**config.mk**
```make
export PLATFORM = sky130hd
export DESIGN_NAME = npc_cell
export DESIGN_NICKNAME = d
export VERILOG_FILES = /design/src/hw/rtl/nearest_palette_color_assert.svh /design/src/hw/rtl/npc_pkg.sv /design/src/hw/rtl/npc_cell.sv
export SDC_FILE = /design/constraint.sdc
export NUM_CORES = 1
export LEC_CHECK = 0
export ABC_AREA = 1
export BUFFER_PORTS_ARGS = -buffer_cell sky130_fd_sc_hd__buf_2
export CORE_AREA = 2 2 159 99
export CTS_BUF_LIST = sky130_fd_sc_hd__clkbuf_4
export DETAILED_ROUTE_END_ITERATION = 8
export DIE_AREA = 0 0 161 101
export GPL_ROUTABILITY_DRIVEN = 0
export PLACE_DENSITY = 0.89
export SETUP_SLACK_MARGIN = 0.05
export SYNTH_ARGS = -nofsm -noshare
export SYNTH_HDL_FRONTEND = slang
export SYNTH_SLANG_ARGS = --single-unit
```
**constraint.sdc**
```tcl
create_clock -name clock -period 8.94 [get_ports clock]
set_clock_uncertainty 0.05 [all_clocks]
set_input_delay 0.447 -clock clock [delete_from_list [all_inputs] [get_ports clock]]
set_output_delay 0.447 -clock clock [all_outputs]
set_load 0.01 [all_outputs]
```
**src/hw/rtl/nearest_palette_color_assert.svh**
```systemverilog
// ---------------------------------------------------------------------------
// Assertion macros for the nearest palette color block.
// Define ASSERT_OFF to compile the checks out.
// ---------------------------------------------------------------------------
`ifndef NEAREST_PALETTE_COLOR_ASSERT_SVH
`define NEAREST_PALETTE_COLOR_ASSERT_SVH
`ifndef ASSERT_OFF
// same-cycle implication
`define NPC_ASSERT_IMP(label, clk, rst, ante, cons) \
   label: assert property (@(posedge clk) disable iff (rst) (ante) |-> (cons)) \
      else $error("nearest_palette_color: assertion failed");
// next-cycle implication
`define NPC_ASSERT_NXT(label, clk, rst, ante, cons) \
   label: assert property (@(posedge clk) disable iff (rst) (ante) |=> (cons)) \
      else $error("nearest_palette_color: assertion failed");
`else
`define NPC_ASSERT_IMP(label, clk, rst, ante, cons)
`define NPC_ASSERT_NXT(label, clk, rst, ante, cons)
`endif
`endif

```
**src/hw/rtl/npc_pkg.sv**
```systemverilog
`timescale 1ns / 1ps
// ---------------------------------------------------------------------------
// npc_pkg
// Types, palette ROM contents and helpers shared by the palette search chain.
// ---------------------------------------------------------------------------
package npc_pkg;

   localparam int NPC_ROM_DEPTH            = 64;
   localparam int NPC_PALETTE_SIZE_DEFAULT = 64;
   localparam int NPC_CHAN_W               = 8;
   localparam int NPC_INDEX_W              = 7;
   localparam int NPC_DIST_W               = 18;
   localparam int NPC_SQ_W                 = 2 * NPC_CHAN_W;
   localparam logic [NPC_DIST_W-1:0] NPC_DIST_MAX = 18'd195075;

   // entry k holds palette index k + 1, packed as R, G, B
   localparam logic [3*NPC_CHAN_W-1:0] NPC_PALETTE [NPC_ROM_DEPTH] = '{
      24'h0E1F7C, 24'h0A55A3, 24'h308777, 24'h4B6BAF,
      24'hED171F, 24'hD15C00, 24'h913697, 24'hE49ACB,
      24'h915FAC, 24'h9DD67D, 24'hE8A900, 24'hFEBA35,
      24'hFFFF00, 24'h70BC1F, 24'hBA9800, 24'hA8A8A8,
      24'h7B6F00, 24'hFFFFB3, 24'h5F6579, 24'h000000,
      24'h0B3D91, 24'h770176, 24'h293133, 24'h2A1301,
      24'hF64A8A, 24'hB27624, 24'hFCBBC4, 24'hFE370F,
      24'hF0F0F0, 24'h6A1C8A, 24'hA8DDC4, 24'h2584BB,
      24'hFEB343, 24'hF0E765, 24'hD0A660, 24'hD15400,
      24'h66BA49, 24'h134A46, 24'h6E7B77, 24'hD8CAC6,
      24'h435607, 24'hF0E1C6, 24'hF993BC, 24'h003822,
      24'hB2AFD4, 24'h686AB0, 24'hEFE3B9, 24'hF73866,
      24'hB54C64, 24'h132B1A, 24'hC70155, 24'hFE9E32,
      24'hA8DEEB, 24'h00671A, 24'h4E2990, 24'h2F7E20,
      24'hFEE3C5, 24'hFFD911, 24'h095BA6, 24'hF0F970,
      24'hE3F35B, 24'hA0A0A0, 24'hA0A0A0, 24'hA0A0A0
   };

   // one beat traveling down the chain: the pixel and the best match so far
   typedef struct packed {
      logic [NPC_CHAN_W-1:0]  red;
      logic [NPC_CHAN_W-1:0]  green;
      logic [NPC_CHAN_W-1:0]  blue;
      logic [NPC_DIST_W-1:0]  best_dist;
      logic [NPC_INDEX_W-1:0] best_index;
   } npc_beat_type;

   function automatic logic [NPC_CHAN_W-1:0] npc_abs_diff(
      input logic [NPC_CHAN_W-1:0] a,
      input logic [NPC_CHAN_W-1:0] b
   );
      return (a >= b) ? (a - b) : (b - a);
   endfunction

endpackage

```
**src/hw/rtl/npc_cell.sv**
```systemverilog
`timescale 1ns / 1ps
// ---------------------------------------------------------------------------
// npc_cell
// One palette entry: forms the squared distance to the passing pixel and
// keeps the nearer of that entry and the best seen upstream.
// ---------------------------------------------------------------------------
module npc_cell
   import npc_pkg::*;
#(
   parameter int CELL_INDEX = 0
) (
   input  logic         clock,
   input  logic         reset,
   input  logic         advance,
   input  logic         in_valid,
   input  npc_beat_type in_beat,
   output logic         out_valid,
   output npc_beat_type out_beat
);

   localparam logic [3*NPC_CHAN_W-1:0] COLOR = NPC_PALETTE[CELL_INDEX];
   localparam logic [NPC_INDEX_W-1:0]  ENTRY = NPC_INDEX_W'(CELL_INDEX + 1);

   logic                  valid_ff;
   npc_beat_type          beat_ff;
   npc_beat_type          beat_in;
   logic [NPC_SQ_W-1:0]   sq_red;
   logic [NPC_SQ_W-1:0]   sq_green;
   logic [NPC_SQ_W-1:0]   sq_blue;
   logic [NPC_DIST_W-1:0] sum_sq;
   logic [NPC_CHAN_W-1:0] diff_red;
   logic [NPC_CHAN_W-1:0] diff_green;
   logic [NPC_CHAN_W-1:0] diff_blue;

   always_comb begin
      diff_red   = npc_abs_diff(in_beat.red,   COLOR[23:16]);
      diff_green = npc_abs_diff(in_beat.green, COLOR[15:8]);
      diff_blue  = npc_abs_diff(in_beat.blue,  COLOR[7:0]);
      sq_red     = NPC_SQ_W'(diff_red)   * NPC_SQ_W'(diff_red);
      sq_green   = NPC_SQ_W'(diff_green) * NPC_SQ_W'(diff_green);
      sq_blue    = NPC_SQ_W'(diff_blue)  * NPC_SQ_W'(diff_blue);
      sum_sq     = NPC_DIST_W'(sq_red) + NPC_DIST_W'(sq_green) + NPC_DIST_W'(sq_blue);
      beat_in    = in_beat;
      // less-or-equal: on a tie the later (higher) entry wins
      if (sum_sq <= in_beat.best_dist) begin
         beat_in.best_dist  = sum_sq;
         beat_in.best_index = ENTRY;
      end
   end

   always_ff @(posedge clock) begin
      if (reset) begin
         valid_ff <= 1'b0;
      end else if (advance) begin
         valid_ff <= in_valid;
      end
   end

   always_ff @(posedge clock) begin
      if (advance) begin
         beat_ff <= beat_in;
      end
   end

   assign out_valid = valid_ff;
   assign out_beat  = beat_ff;

endmodule
```
* Word level (Yosys, flattened, before mapping)
Cells that the tools add are included.
** Word-level totals
- Register bits after elaboration :: 50
- Input bits :: 53
- Output and inout bits :: 50
** Operators by class
- Add/sub/neg operators :: 8
- Multipliers :: 3
- $lt $le $gt $ge :: 4
- Multiplexer cells :: 4
** Operators with widths (number)
- $mul A8 B8 Y16 :: 3
- $mux W25 :: 1
- $mux W8 :: 3
- $add A17 B16 Y18 :: 1
- $le A18 B18 Y1 :: 1
- $add A16 B16 Y17 :: 1
- $ge A8 B4 Y1 const B :: 1
- $ge A8 B5 Y1 const B :: 1
- $ge A8 B7 Y1 const B :: 1
- $sub A4 B8 Y8 const A :: 1
- $sub A5 B8 Y8 const A :: 1
- $sub A7 B8 Y8 const A :: 1
- $sub A8 B4 Y8 const B :: 1
- $sub A8 B5 Y8 const B :: 1
- $sub A8 B7 Y8 const B :: 1

* Depth between registers and ports, before layout
- Word-level depth :: 7
- Mapped depth :: 45
- Depth with buffers taken out :: 44

* Least setup slack after synthesis
No wires, ideal clock.
- Kind :: input port to flip-flop
- Start :: input port in_beat[25] (netlist bit)
- End :: register beat_ff, in the netlist out_beat[11] (data pin)
- Setup time :: 0.252 ns
- Arrival :: 7.624 ns
- Required time :: 8.638 ns
- Setup slack :: 1.013 ns
- Stages :: 36
- Buffers on the path :: 2
- Cell sequence :: inv_1 > clkbuf_1 > ha_1 > nor2_1 > xor2_1 > nand2_1 > nand2_2 > nor2_1 > inv_1 > fa_1 > fa_1 > fa_1 > inv_1 > fa_1 > fa_1 > fa_1 > inv_1 > fa_1 > inv_1 > ha_1 > or2_2 > and2_1 > nand3_1 > nand3_1 > nand2_1 > nand2_1 > ha_1 > nand2_1 > nor2_1 > and2_1 > nand3b_1 > nand3_1 > nand2_1 > buf_2 > nand2_1 > nand2_1
** RTL lines
- start: declaration :: line npc_cell.sv:16 : input npc_beat_type in_beat,
- end signal: assignment :: line npc_cell.sv:61 : beat_ff <= beat_in;
- end: declaration :: line npc_cell.sv:25 : npc_beat_type beat_ff;

==> results by group <==
Critical path
  – Kind of critical path: input pin to flop
  – Cells on worst reg2reg path: 2
  – Crit path buf inv count: 6
  – Worst Setup Start Kind: input pin
  – WP depth: 36
  – Worst-path fanout max: 24
  – Critical Path RT: 9060 ps
  – CP peak stage delay: 550 ps
  – Most frequent CP cell: nand2_1
  – Critical-path top delay cell: fa_1
  – CP Capture Type: flop
  – CP delay by family, top: adder cells
  – Worst Path Arrival: 8510 ps

Detailed routing
  – Wire per inst: 14.8 um
  – ANT nets after route: 0
  – 1st-iter DRT viols: 644
  – TritonRoute pass-1 iters: 9
  – Via count: 7175
  – Vias per inst: 5.13
  – DRT Wirelength: 20700 um
  – Drt drc: 1

Timing
  – Fin. Hold Viols: 0
  – Final Setup Violations: 0
  – Achievable clock frequency: 0.119 GHz
  – Unrepaired setup endpoints after global routing: no
  – Hold_ws: 135 ps
  – Slew @ Worst Pin: 650 ps
  – Fin crit period: 8390 ps
  – Pins Over Slew Limit: 0
  – Max transition margin: 0.567
  – Setup TNS: 0 ps
  – Final Cycle Share: 0.938

Logic synthesis
  – Post-Syn Instances: 1086
  – Synth unique cells: 44
  – Number of synthesized flops with an enable pin: 49
  – Top area cells in the synthesized netlist: fa_1, edfxtp_1, ha_1
  – YS warnings: 0
  – Ys async rst share: 0
  – Yosys top cell area share: 0.295
  – Syn_nets: 1378
  – Post-synth top flop: edfxtp_1
  – Synthesized area: 9010 um2
  – Seq/Total Area, Yosys: 0.165
  – Register bit count reported by yosys: 50
  – Yosys top cell by area: fa_1
  – Mean Syn Cell Area: 8.30 um2

Die
  – Floorplan core area: 14900 um2
  – Die width: 161 um
  – DIE HEIGHT: 101 um
  – Initial core utilization: 0.605
  – # IOs: 103
  – FP Rows: 35
  – Die Area: 16300 um2

Final layout
  – Fill cells: 1163
  – Most common cell after layout, fill and taps aside: inv_1
  – Share of layout cells above drive strength 1: 0.144
  – Net count, final: 1487
  – Area Growth Syn to Fin: 9.51%
  – Commonest cells after routing, fill and taps aside: inv_1, nand2_1, fa_1, ha_1, buf_2

Clock tree
  – Setup Fix Bufs, Post-CTS: 0
  – Post-CTS sizing: 0
  – Skew-Pair Late Insertion Delay: 390 ps
  – CTS buffer count: 5
  – Root buffer cell: clkbuf_4
  – Hold buffers post-CTS: 0
  – Clock Sinks: 50
  – Max Root-Sink Buffers: 2
  – H-tree depth: 2
  – Worst-path clk slew: 140 ps
  – CTS tree: yes

Placement
  – Hpwl dp: 18100 um
  – Buffers on Ports: 102

Worst hold path
  – Hold depth: 2
  – Min-delay worst type: input pin to flop

Global route
  – First-pass GRT wire length: 34200 um
  – Initial antenna violation count: 1
  – Grt ovf: 0
  – Gr usage total: 0.270
  – Number of global-route vias before repair: 7228
  – Largest net degree at the start of global routing: 51

Outcome
  – Failing checks: DRC
  – Status: complete, but fails checks

Run
  – Max Cap Viol: 0
[sequential cells by signal (all words and copies together) (netlist names)]
register	cells
out_valid	1
out_beat	49
[synthesized netlist by cell type, types with 2 or more instances]
cell,instances
and2_1,4
or2_2,2
nand3_2,4
ha_1,106
clkbuf_1,2
a21oi_1,12
inv_1,310
nand2_4,5
buf_6,2
nor3_1,3
o21ai_2,6
xor2_2,2
edfxtp_1,49
xor2_1,17
nand3b_1,4
nand2_2,5
o21bai_1,2
nor2_2,10
xnor2_1,5
nand3_1,41
o21ai_1,6
inv_2,9
nor2_4,3
buf_4,3
fa_1,133
nand2_1,219
nand4_1,4
nor2_1,94
o21ai_0,6
buf_2,4
[metrics by stage]
| stage | worst slack [ps] | cells | util | cell area (um2) |
|---|---|---|---|---|
| 2_1_floorplan | 1010 | 1086 | - | 9010 |
| 3_3_place_gp | 476 | 1391 | 0.657 | 9790 |
| 3_5_place_dp | 241 | 1391 | 0.657 | 9790 |
| 4_1_cts | 628 | 1399 | 0.663 | 9870 |
| 5_1_grt | 123 | 1400 | 0.663 | 9870 |
| 6_report | 554 | 1400 | 0.663 | 9870 |
[kinds of logic after synthesis]
family,count (synthesis),synth area share
AO/OA/AOI/OAI,38,0.0269
buffers and inverters,331,0.142
flip-flops,50,0.165
adder cells (fa/ha/maj),239,0.442
multiplexers,1,0.00111
AND/OR/NAND/NOR,402,0.194
XOR/XNOR,25,0.0280
[final cells by class]
cell class | count | area, um2 | share of cell area
flip-flops and latches | 50 | 1490 | 0.151
clock inverters | 3 | 42.5 | 0.00431
multi-input cells | 705 | 6250 | 0.633
diodes | 1 | 2.50 | 0.000253
well taps | 203 | 254 | 0.0257
clock buffers | 5 | 37.5 | 0.00380
inverters | 320 | 1200 | 0.122
repair buffers | 113 | 593 | 0.0601
[worst paths after layout]
check,from,endpoint,slack (ps)
hold / removal,reset,out_valid,130
setup / recovery,in_beat[33],out_beat[12],550
setup reg to reg,out_valid,out_valid,8300
hold reg to reg,out_valid,out_valid,470
[routing by layer]
metal  wire (um)  up-vias  GRT usage
met1        9240     3408      0.402
li1            -     3409          -
met3        2240       26     0.0531
met5           0        -          0
met2        8970      332      0.410
met4         283        0     0.0659
Power is not shown: default switching activity piles up to over one toggle a cycle in this logic, so the estimate is an artifact.
